## src/design/swcg_pkg.sv

```systemverilog
package swcg_pkg;

  // Field widths of the transactions and the configuration port.
  localparam int unsigned CmdW      = 2;
  localparam int unsigned RegIdxW   = 2;
  localparam int unsigned ByteW     = 8;
  localparam int unsigned SampleW   = 17;
  localparam int unsigned RateW     = 18;
  localparam int unsigned GainW     = 8;
  localparam int unsigned CfgIdxW   = 2;
  localparam int unsigned CfgDataW  = RateW;

  // Wave timing widths.
  localparam int unsigned FreqW     = 11;
  localparam int unsigned SpanW     = 12;
  localparam int unsigned PhaseW    = 12;
  localparam int unsigned ProdW     = RateW + SpanW;
  localparam int unsigned SpwShift  = 17;
  localparam int unsigned ThreshW   = PhaseW + 3;
  localparam int unsigned LenW      = 6;
  localparam int unsigned VolW      = 4;
  localparam int unsigned VolScaleW = 9;

  localparam logic [SpanW-1:0]     FreqSpan    = 12'd2048;
  localparam logic [LenW-1:0]      LenReload   = 6'd63;
  localparam logic [VolScaleW-1:0] VolStep     = 9'd34;

  // Reset values of the configuration registers.
  localparam logic [RateW-1:0] RateReset = 18'd44100;
  localparam logic [GainW-1:0] GainReset = 8'd1;

  // Transaction kinds.
  typedef enum logic [CmdW-1:0] {
    CMD_WRITE  = 2'd0,
    CMD_LENGTH = 2'd1,
    CMD_SAMPLE = 2'd2
  } cmd_e;

  // Channel register targets.
  typedef enum logic [RegIdxW-1:0] {
    REG_DUTY_LEN = 2'd0,
    REG_VOLUME   = 2'd1,
    REG_FREQ_LO  = 2'd2,
    REG_FREQ_HI  = 2'd3
  } reg_idx_e;

  // Configuration register indexes.
  typedef enum logic [CfgIdxW-1:0] {
    CFG_SAMPLE_RATE   = 2'd0,
    CFG_MASTER_ENABLE = 2'd1,
    CFG_MASTER_GAIN   = 2'd2
  } cfg_idx_e;

  // Scales one wave length by the duty numerator 1, 2, 4 or 6, using shifts and one addition.
  function automatic logic [ThreshW-1:0] duty_scale(input logic [1:0] sel,
                                                    input logic [PhaseW-1:0] spw);
    logic [ThreshW-1:0] x;
    logic [ThreshW-1:0] res;
    x = ThreshW'(spw);
    case (sel)
      2'd0:    res = x;
      2'd1:    res = x << 1;
      2'd2:    res = x << 2;
      default: res = (x << 2) + (x << 1);
    endcase
    return res;
  endfunction

endpackage

```

## src/design/swcg_in_if.sv

```systemverilog
interface swcg_in_if
  import swcg_pkg::*;
();
  logic               valid;
  logic               ready;
  logic [CmdW-1:0]    cmd;
  logic [RegIdxW-1:0] reg_index;
  logic [ByteW-1:0]   write_data;

  modport source (output valid, output cmd, output reg_index, output write_data,
                  input ready);
  modport sink (input valid, input cmd, input reg_index, input write_data,
                output ready);
endinterface

```

## src/design/swcg_out_if.sv

```systemverilog
interface swcg_out_if
  import swcg_pkg::*;
();
  logic               valid;
  logic               ready;
  logic [SampleW-1:0] sample_value;
  logic               channel_active;

  modport source (output valid, output sample_value, output channel_active,
                  input ready);
  modport sink (input valid, input sample_value, input channel_active,
                output ready);
endinterface

```

## src/design/square_wave_channel_generator.sv

```systemverilog
// Channel   Direction  Carries
// in_i      sink       cmd, reg_index, write_data
// out_o     source     sample_value, channel_active
// cfg_*     write only sample_rate, master_enable, master_gain
//
// One transaction is accepted every cycle while out_o does not stall; its result moves from
// the input to the output register; the combinational state update sets the rate.
// Reset clears the channel registers and loads the configuration defaults.
// A stalled result holds the output register, and the input register then holds too.
module square_wave_channel_generator
  import swcg_pkg::*;
(
  input  logic                clk_i,
  input  logic                rst_ni,
  input  logic                cfg_we_i,
  input  logic [CfgIdxW-1:0]  cfg_index_i,
  input  logic [CfgDataW-1:0] cfg_data_i,
  swcg_in_if.sink             in_i,
  swcg_out_if.source          out_o
);

  // Configuration registers.
  logic [RateW-1:0] rate_q;
  logic             master_en_q;
  logic [GainW-1:0] gain_q;

  always_ff @(posedge clk_i or negedge rst_ni) begin
    if (!rst_ni) begin
      rate_q      <= RateReset;
      master_en_q <= 1'b1;
      gain_q      <= GainReset;
    end else if (cfg_we_i) begin
      unique case (cfg_idx_e'(cfg_index_i))
        CFG_SAMPLE_RATE:   rate_q      <= cfg_data_i[RateW-1:0];
        CFG_MASTER_ENABLE: master_en_q <= cfg_data_i[0];
        CFG_MASTER_GAIN:   gain_q      <= cfg_data_i[GainW-1:0];
        default: ;
      endcase
    end
  end

  // Pipeline control: the input register advances when the output register is free.
  logic               in_valid_q;
  logic [CmdW-1:0]    cmd_q;
  logic [RegIdxW-1:0] idx_q;
  logic [ByteW-1:0]   data_q;
  logic               out_valid_q;
  logic               advance;

  assign advance    = in_valid_q && (!out_valid_q || out_o.ready);
  assign in_i.ready = !in_valid_q || advance;

  always_ff @(posedge clk_i or negedge rst_ni) begin
    if (!rst_ni) begin
      in_valid_q <= 1'b0;
    end else if (in_i.ready) begin
      in_valid_q <= in_i.valid;
    end
  end

  always_ff @(posedge clk_i) begin
    if (in_i.valid && in_i.ready) begin
      cmd_q  <= in_i.cmd;
      idx_q  <= in_i.reg_index;
      data_q <= in_i.write_data;
    end
  end

  // Channel state.
  logic [ByteW-1:0]  duty_len_q, duty_len_d;
  logic [ByteW-1:0]  volume_q, volume_d;
  logic [ByteW-1:0]  freq_lo_q, freq_lo_d;
  logic [6:0]        freq_hi_q, freq_hi_d;
  logic              chan_on_q, chan_on_d;
  logic [PhaseW-1:0] phase_q, phase_d;

  // Wave length in samples from the sample rate and the frequency code.
  logic [FreqW-1:0]   freq;
  logic [SpanW-1:0]   span;
  logic [ProdW-1:0]   prod;
  logic [PhaseW-1:0]  spw;
  logic [PhaseW-1:0]  ph_use;
  logic [PhaseW-1:0]  ph_inc;
  logic [ThreshW-1:0] thresh;
  logic               wave_low;
  logic               tone_on;
  logic [VolScaleW-1:0] vol_scaled;
  logic [SampleW-1:0] level;
  logic [LenW-1:0]    len_dec;
  logic [SampleW-1:0] sample_d;

  assign freq   = {freq_hi_q[2:0], freq_lo_q};
  assign span   = FreqSpan - SpanW'(freq);
  assign prod   = ProdW'(rate_q) * ProdW'(span);
  assign spw    = prod[SpwShift+PhaseW-1:SpwShift];
  assign ph_use = (phase_q >= spw) ? '0 : phase_q;
  assign ph_inc = ph_use + 1'b1;
  assign thresh = duty_scale(duty_len_q[7:6], spw);
  assign wave_low = {ph_use, 3'b000} > thresh;
  assign tone_on  = chan_on_q && master_en_q && (spw != '0);

  // Amplitude of the high part of the wave.
  assign vol_scaled = VolScaleW'(volume_q[7:4]) * VolStep;
  assign level      = SampleW'(vol_scaled) * SampleW'(gain_q);

  assign len_dec = duty_len_q[LenW-1:0] - 1'b1;

  // Next channel state and result for the transaction in the input register.
  always_comb begin
    duty_len_d = duty_len_q;
    volume_d   = volume_q;
    freq_lo_d  = freq_lo_q;
    freq_hi_d  = freq_hi_q;
    chan_on_d  = chan_on_q;
    phase_d    = phase_q;
    sample_d   = '0;
    unique case (cmd_q)
      CMD_WRITE: begin
        unique case (idx_q)
          REG_DUTY_LEN: duty_len_d = data_q;
          REG_VOLUME:   volume_d   = data_q;
          REG_FREQ_LO:  freq_lo_d  = data_q;
          default: begin
            freq_hi_d = data_q[6:0];
            if (data_q[7]) begin
              chan_on_d = 1'b1;
              phase_d   = '0;
              if (duty_len_q[LenW-1:0] == '0) begin
                duty_len_d = {duty_len_q[7:6], LenReload};
              end
            end
          end
        endcase
      end
      CMD_LENGTH: begin
        if (chan_on_q && freq_hi_q[6]) begin
          duty_len_d = {duty_len_q[7:6], len_dec};
          if (len_dec == '0) begin
            chan_on_d = 1'b0;
          end
        end
      end
      CMD_SAMPLE: begin
        if (tone_on) begin
          sample_d = wave_low ? '0 : level;
          phase_d  = (ph_inc == spw) ? '0 : ph_inc;
        end
      end
      default: ;
    endcase
  end

  always_ff @(posedge clk_i or negedge rst_ni) begin
    if (!rst_ni) begin
      duty_len_q <= '0;
      volume_q   <= '0;
      freq_lo_q  <= '0;
      freq_hi_q  <= '0;
      chan_on_q  <= 1'b0;
      phase_q    <= '0;
    end else if (advance) begin
      duty_len_q <= duty_len_d;
      volume_q   <= volume_d;
      freq_lo_q  <= freq_lo_d;
      freq_hi_q  <= freq_hi_d;
      chan_on_q  <= chan_on_d;
      phase_q    <= phase_d;
    end
  end

  // Result register.
  logic [SampleW-1:0] sample_q;
  logic               active_q;

  always_ff @(posedge clk_i or negedge rst_ni) begin
    if (!rst_ni) begin
      out_valid_q <= 1'b0;
    end else if (advance) begin
      out_valid_q <= 1'b1;
    end else if (out_o.ready) begin
      out_valid_q <= 1'b0;
    end
  end

  always_ff @(posedge clk_i) begin
    if (advance) begin
      sample_q <= sample_d;
      active_q <= chan_on_d;
    end
  end

  assign out_o.valid          = out_valid_q;
  assign out_o.sample_value   = sample_q;
  assign out_o.channel_active = active_q;

  // The reported status matches the channel state left by the same transaction.
  assert property (@(posedge clk_i) disable iff (!rst_ni)
    advance |=> (out_o.channel_active == chan_on_q))
    else $error("channel status does not match channel state");

  // The phase moves only when a transaction is processed.
  assert property (@(posedge clk_i) disable iff (!rst_ni)
    !advance |=> $stable(phase_q))
    else $error("phase changed without a transaction");

  // Only a sample tick can give a nonzero sample.
  assert property (@(posedge clk_i) disable iff (!rst_ni)
    (advance && (cmd_q != CMD_SAMPLE)) |=> (out_o.sample_value == '0))
    else $error("nonzero sample from a non-sample transaction");

  // A disabled channel is silent.
  assert property (@(posedge clk_i) disable iff (!rst_ni)
    (advance && !chan_on_q) |=> (out_o.sample_value == '0))
    else $error("nonzero sample while the channel is off");

endmodule
```

## src/flat_wrapper.sv

```systemverilog
// flat-port wrapper written by rule: the top's interface ports become plain ports
module square_wave_channel_generator_flat import swcg_pkg::*;
  (clk_i, rst_ni, cfg_we_i, cfg_index_i, cfg_data_i, in_i_valid, in_i_cmd, in_i_reg_index, in_i_write_data, in_i_ready, out_o_valid, out_o_sample_value, out_o_channel_active, out_o_ready);
  swcg_in_if in_i_i ();
  swcg_out_if out_o_i ();
  input  logic clk_i;
  input  logic rst_ni;
  input  logic cfg_we_i;
  input  logic [CfgIdxW-1:0] cfg_index_i;
  input  logic [CfgDataW-1:0] cfg_data_i;
  input wire logic [$bits(in_i_i.valid)-1:0] in_i_valid;
  input wire logic [$bits(in_i_i.cmd)-1:0] in_i_cmd;
  input wire logic [$bits(in_i_i.reg_index)-1:0] in_i_reg_index;
  input wire logic [$bits(in_i_i.write_data)-1:0] in_i_write_data;
  output wire logic [$bits(in_i_i.ready)-1:0] in_i_ready;
  output wire logic [$bits(out_o_i.valid)-1:0] out_o_valid;
  output wire logic [$bits(out_o_i.sample_value)-1:0] out_o_sample_value;
  output wire logic [$bits(out_o_i.channel_active)-1:0] out_o_channel_active;
  input wire logic [$bits(out_o_i.ready)-1:0] out_o_ready;
  assign in_i_i.valid = in_i_valid;
  assign in_i_i.cmd = in_i_cmd;
  assign in_i_i.reg_index = in_i_reg_index;
  assign in_i_i.write_data = in_i_write_data;
  assign in_i_ready = in_i_i.ready;
  assign out_o_valid = out_o_i.valid;
  assign out_o_sample_value = out_o_i.sample_value;
  assign out_o_channel_active = out_o_i.channel_active;
  assign out_o_i.ready = out_o_ready;
  square_wave_channel_generator u_core (.clk_i(clk_i), .rst_ni(rst_ni), .cfg_we_i(cfg_we_i), .cfg_index_i(cfg_index_i), .cfg_data_i(cfg_data_i), .in_i(in_i_i), .out_o(out_o_i));
endmodule
```

## config.mk

```make
export PLATFORM = sky130hd
export DESIGN_NAME = square_wave_channel_generator_flat
export DESIGN_NICKNAME = d
export VERILOG_FILES = /design/src/design/swcg_pkg.sv /design/src/design/swcg_in_if.sv /design/src/design/swcg_out_if.sv /design/src/design/square_wave_channel_generator.sv /design/src/flat_wrapper.sv
export SDC_FILE = /design/constraint.sdc
export NUM_CORES = 1
export LEC_CHECK = 0
export ABC_AREA = 1
export BUFFER_PORTS_ARGS = -buffer_cell sky130_fd_sc_hd__buf_2
export CORE_MARGIN = 8
export CORE_UTILIZATION = 64
export DETAILED_ROUTE_END_ITERATION = 6
export GPL_ROUTABILITY_DRIVEN = 0
export PLACE_DENSITY = 0.85
export RECOVER_POWER = 100
export SLEW_MARGIN = 20
export SYNTH_ARGS = -nofsm -noshare
export SYNTH_HDL_FRONTEND = slang
export SYNTH_SLANG_ARGS = --single-unit
```

## constraint.sdc

```tcl
create_clock -name clk_i -period 29.6 [get_ports clk_i]
set_input_delay 2.96 -clock clk_i [delete_from_list [all_inputs] [get_ports clk_i]]
set_output_delay 2.96 -clock clk_i [all_outputs]
set_load 0.005 [all_outputs]
```

==> flow_summary.yaml <==
sta:
  worst_pin_slew_ps: 3610
  fin_worst_skew_ps: 10.5
  max-slew-margin-rel_pct: -141
  slew_violations: 67
  timing.setup.tns_ps: 0
  hold_viol_final: 0
  fin_crit_sh_pct: 40.5
  setup_viol_count_final: 0
  max_freq_ghz: 0.0834
  rsz0062_at_grt: "false"
  finalCriticalPeriod_ps: 11990
clock_tree:
  cts.clk_slew.worst_paths_ps: 70
  cts_buffers: 9
  cts_resized: 0
  cts-root-buf: "clkbuf_16"
  cts_num_sinks: 95
  htree_num_levels: 3
  cts_tree: "done"
  hold_buffers: 0
  clock_path_buffers: 2
  clk_latency_ps: 360
  cts_setup_buffers: 0
layout:
  layout_common_cells: "536 x nand2_1, 495 x inv_1, 191 x fa_1"
  final_nets: 2431
  final_common_cell: "nand2_1"
  fillers: 1862
  fin_area_mm2: 0.0158
  antennaDiodeCount: 0
  area_growth_syn_to_layout_pct: 4.55
  drive_gt1_share_pct: 6.65
synthesis:
  synth.ff_latch_count: 95
  yosys_warnings: 0
  avgSynthCellArea_um2: 7.38
  seq_area_frac_synth_pct: 16.8
  synth_area_mm2: 0.0151
  synth_top_cell_by_area: "fa_1"
  yosys.area_share.simple_pct: 25.5
  synth_top_family_by_area: "adder cells"
  synthXorXnorAreaFrac_pct: 1.33
  synthArstFlopShare_pct: 69.5
  ys.flop_type: "dfrtp_1"
  syn_inst: 2049
  synthAdderAreaFrac_pct: 36.2
  synthesis.nets: 2409
  synth-edff-count: 29
  yosys-top-cells-area: "fa_1 25%, nand2_1 13%, inv_1 12%, ha_1 11%, dfrtp_1 9.6%"
  synth_cell_types: 58
  synth_top_area_share_pct: 25.3
  synthMuxAreaShare_pct: 0
  synth-compound-area-share_pct: 6.21
grt:
  grtUsageTotal_pct: 27.2
  grt_pass1_vias: 13800
  grt_max_degree: 67
  grt_antenna_before_repair: 0
  grt_first_pass_wirelength_um: 63300
  gr-total-overflow: 0
route:
  dr.pass1.iters: 7
  met3_length_um: 2890
  via_per_inst: 5.58
  wl_met1_um: 14400
  drtIter0Drc: 1239
  ant_nets: 0
  wl_met2_um: 18000
  vias: 13400
  wirelength_um: 37500
  avgRoutedWirePerCell_um: 15.7
  routed.top_layer: "met4"
  drc: 0
worst_setup_path:
  start_kind: "flip-flop"
  critPathCaptureType: "flip-flop"
  critPathRequiredTime_ps: 29840
  cp_data_arrival_time_ps: 12240
  cpMostUsedCell: "nand2_1"
  max_stage_delay_ps: 730
  critPathMaxFanout: 20
  setup.worst_path.class: "reg2reg"
  slowest_stage: "xor2_1"
floorplanning:
  dieArea_mm2: 0.0288
  die_width_um: 170
  die_h_um: 170
  coreArea_mm2: 0.0233
  rows: 56
  start_util_pct: 64.8
  io_pins: 57
hold_path:
  hp-class: "reg2reg"
run_status:
  status: "finished with violations"
  violations: "max-capacitance violations, max-slew violations"
placed_design:
  portBuffers: 55
  place_hpwl_um: 30100
  place_area_mm2: 0.0156
job:
  maxCapViolCount: 1
metal layers:
metal / vias up / global-route usage (%)
met5: - / 0
met4: 0 / 16.4
met3: 195 / 3.56
met2: 698 / 46.3
met1: 6286 / 32.6
li1: 6181 / -
final cells by class:
cell class                      instances  area [µm²]  area share, %
Multi-Input combinational cell       1400       10400           65.9
Clock inverter                          5        36.3          0.230
Sequential cell                        95        2530           16.0
Clock buffer                           11         254           1.61
Inverter                              508        1910           12.1
Tap cell                              319         399           2.53
Timing Repair Buffer                   57         268           1.69
registers in the layout, indices dropped and copies added (netlist names):
signal	cells
u_core.in_valid_q	1
u_core.out_o.sample_value	16
u_core.phase_q	12
u_core.data_q	8
u_core.duty_len_q	8
u_core.freq_lo_q	8
u_core.idx_q	2
u_core.gain_q	8
u_core.cmd_q	2
u_core.freq_hi_q	4
u_core.rate_q	18
u_core.master_en_q	1
u_core.chan_on_q	1
u_core.volume_q	4
u_core.out_o.valid	1
u_core.out_o.channel_active	1
cells in the mapped netlist, types with 5 or more instances:
library cell  count
o21ai_0          71
a21oi_1          48
fa_1            191
edfxtp_1         29
nand2_1         535
xor2_1           16
xnor2_1           7
o221ai_1          8
dfrtp_1          58
dfstp_2           8
nor2_2            8
clkbuf_1         35
ha_1            132
o22ai_1           6
nor2_4           11
nand4_1          15
a31oi_1           5
nor2_1          176
inv_1           495
nor3_1           12
inv_2             9
nand3_1          71
nand2_2          29
metrics by stage:
| stage | util [%] | hold WS (ps) | instances | setup slack (ps) |
|---|---|---|---|---|
| 2_1_floorplan | - | 453 | 2049 | 19700 |
| 3_3_place_gp | 66.9 | 471 | 2379 | 18620 |
| 3_5_place_dp | 66.9 | 488 | 2379 | 18200 |
| 4_1_cts | 68.1 | 502 | 2395 | 18170 |
| 5_1_grt | 67.7 | 508 | 2395 | 16540 |
| 6_report | 67.7 | 495 | 2395 | 17610 |
cells by family after synthesis:
logic type / count (synthesis)
AOI/OAI and AO/OA: 164
xor gates and xnor gates: 23
adders and majority gates: 323
buffers and inverters: 554
DFF: 95
other: 1
and+or+nand+nor: 889
worst max-delay path, delay by kind of cell, from the launching register on:
kind | cells | cell delay, ps
xor gates and xnor gates | 1 | 730
and+or+nand+nor | 26 | 4920
buffers and inverters | 9 | 940
DFF | 1 | 640
adders and majority gates | 9 | 3730
AOI/OAI and AO/OA | 4 | 920
worst paths after layout:
check | from | endpoint | slack [ps] | depth (start not counted)
min | u_core.freq_hi_q[6] | u_core.freq_hi_q[6] | 490 | 2
max reg2reg | u_core.freq_lo_q[0] | u_core.phase_q[9] | 17610 | 49
min in group asynchronous | rst_ni | u_core.gain_q[2] | 3930 | 2
min reg2reg | u_core.freq_hi_q[6] | u_core.freq_hi_q[6] | 490 | 2
max in group asynchronous | rst_ni | u_core.phase_q[1] | 23620 | 2
max | u_core.freq_lo_q[0] | u_core.phase_q[9] | 17610 | 49
Power is not shown: default switching activity piles up to over one toggle a cycle in this logic, so the estimate is an artifact.
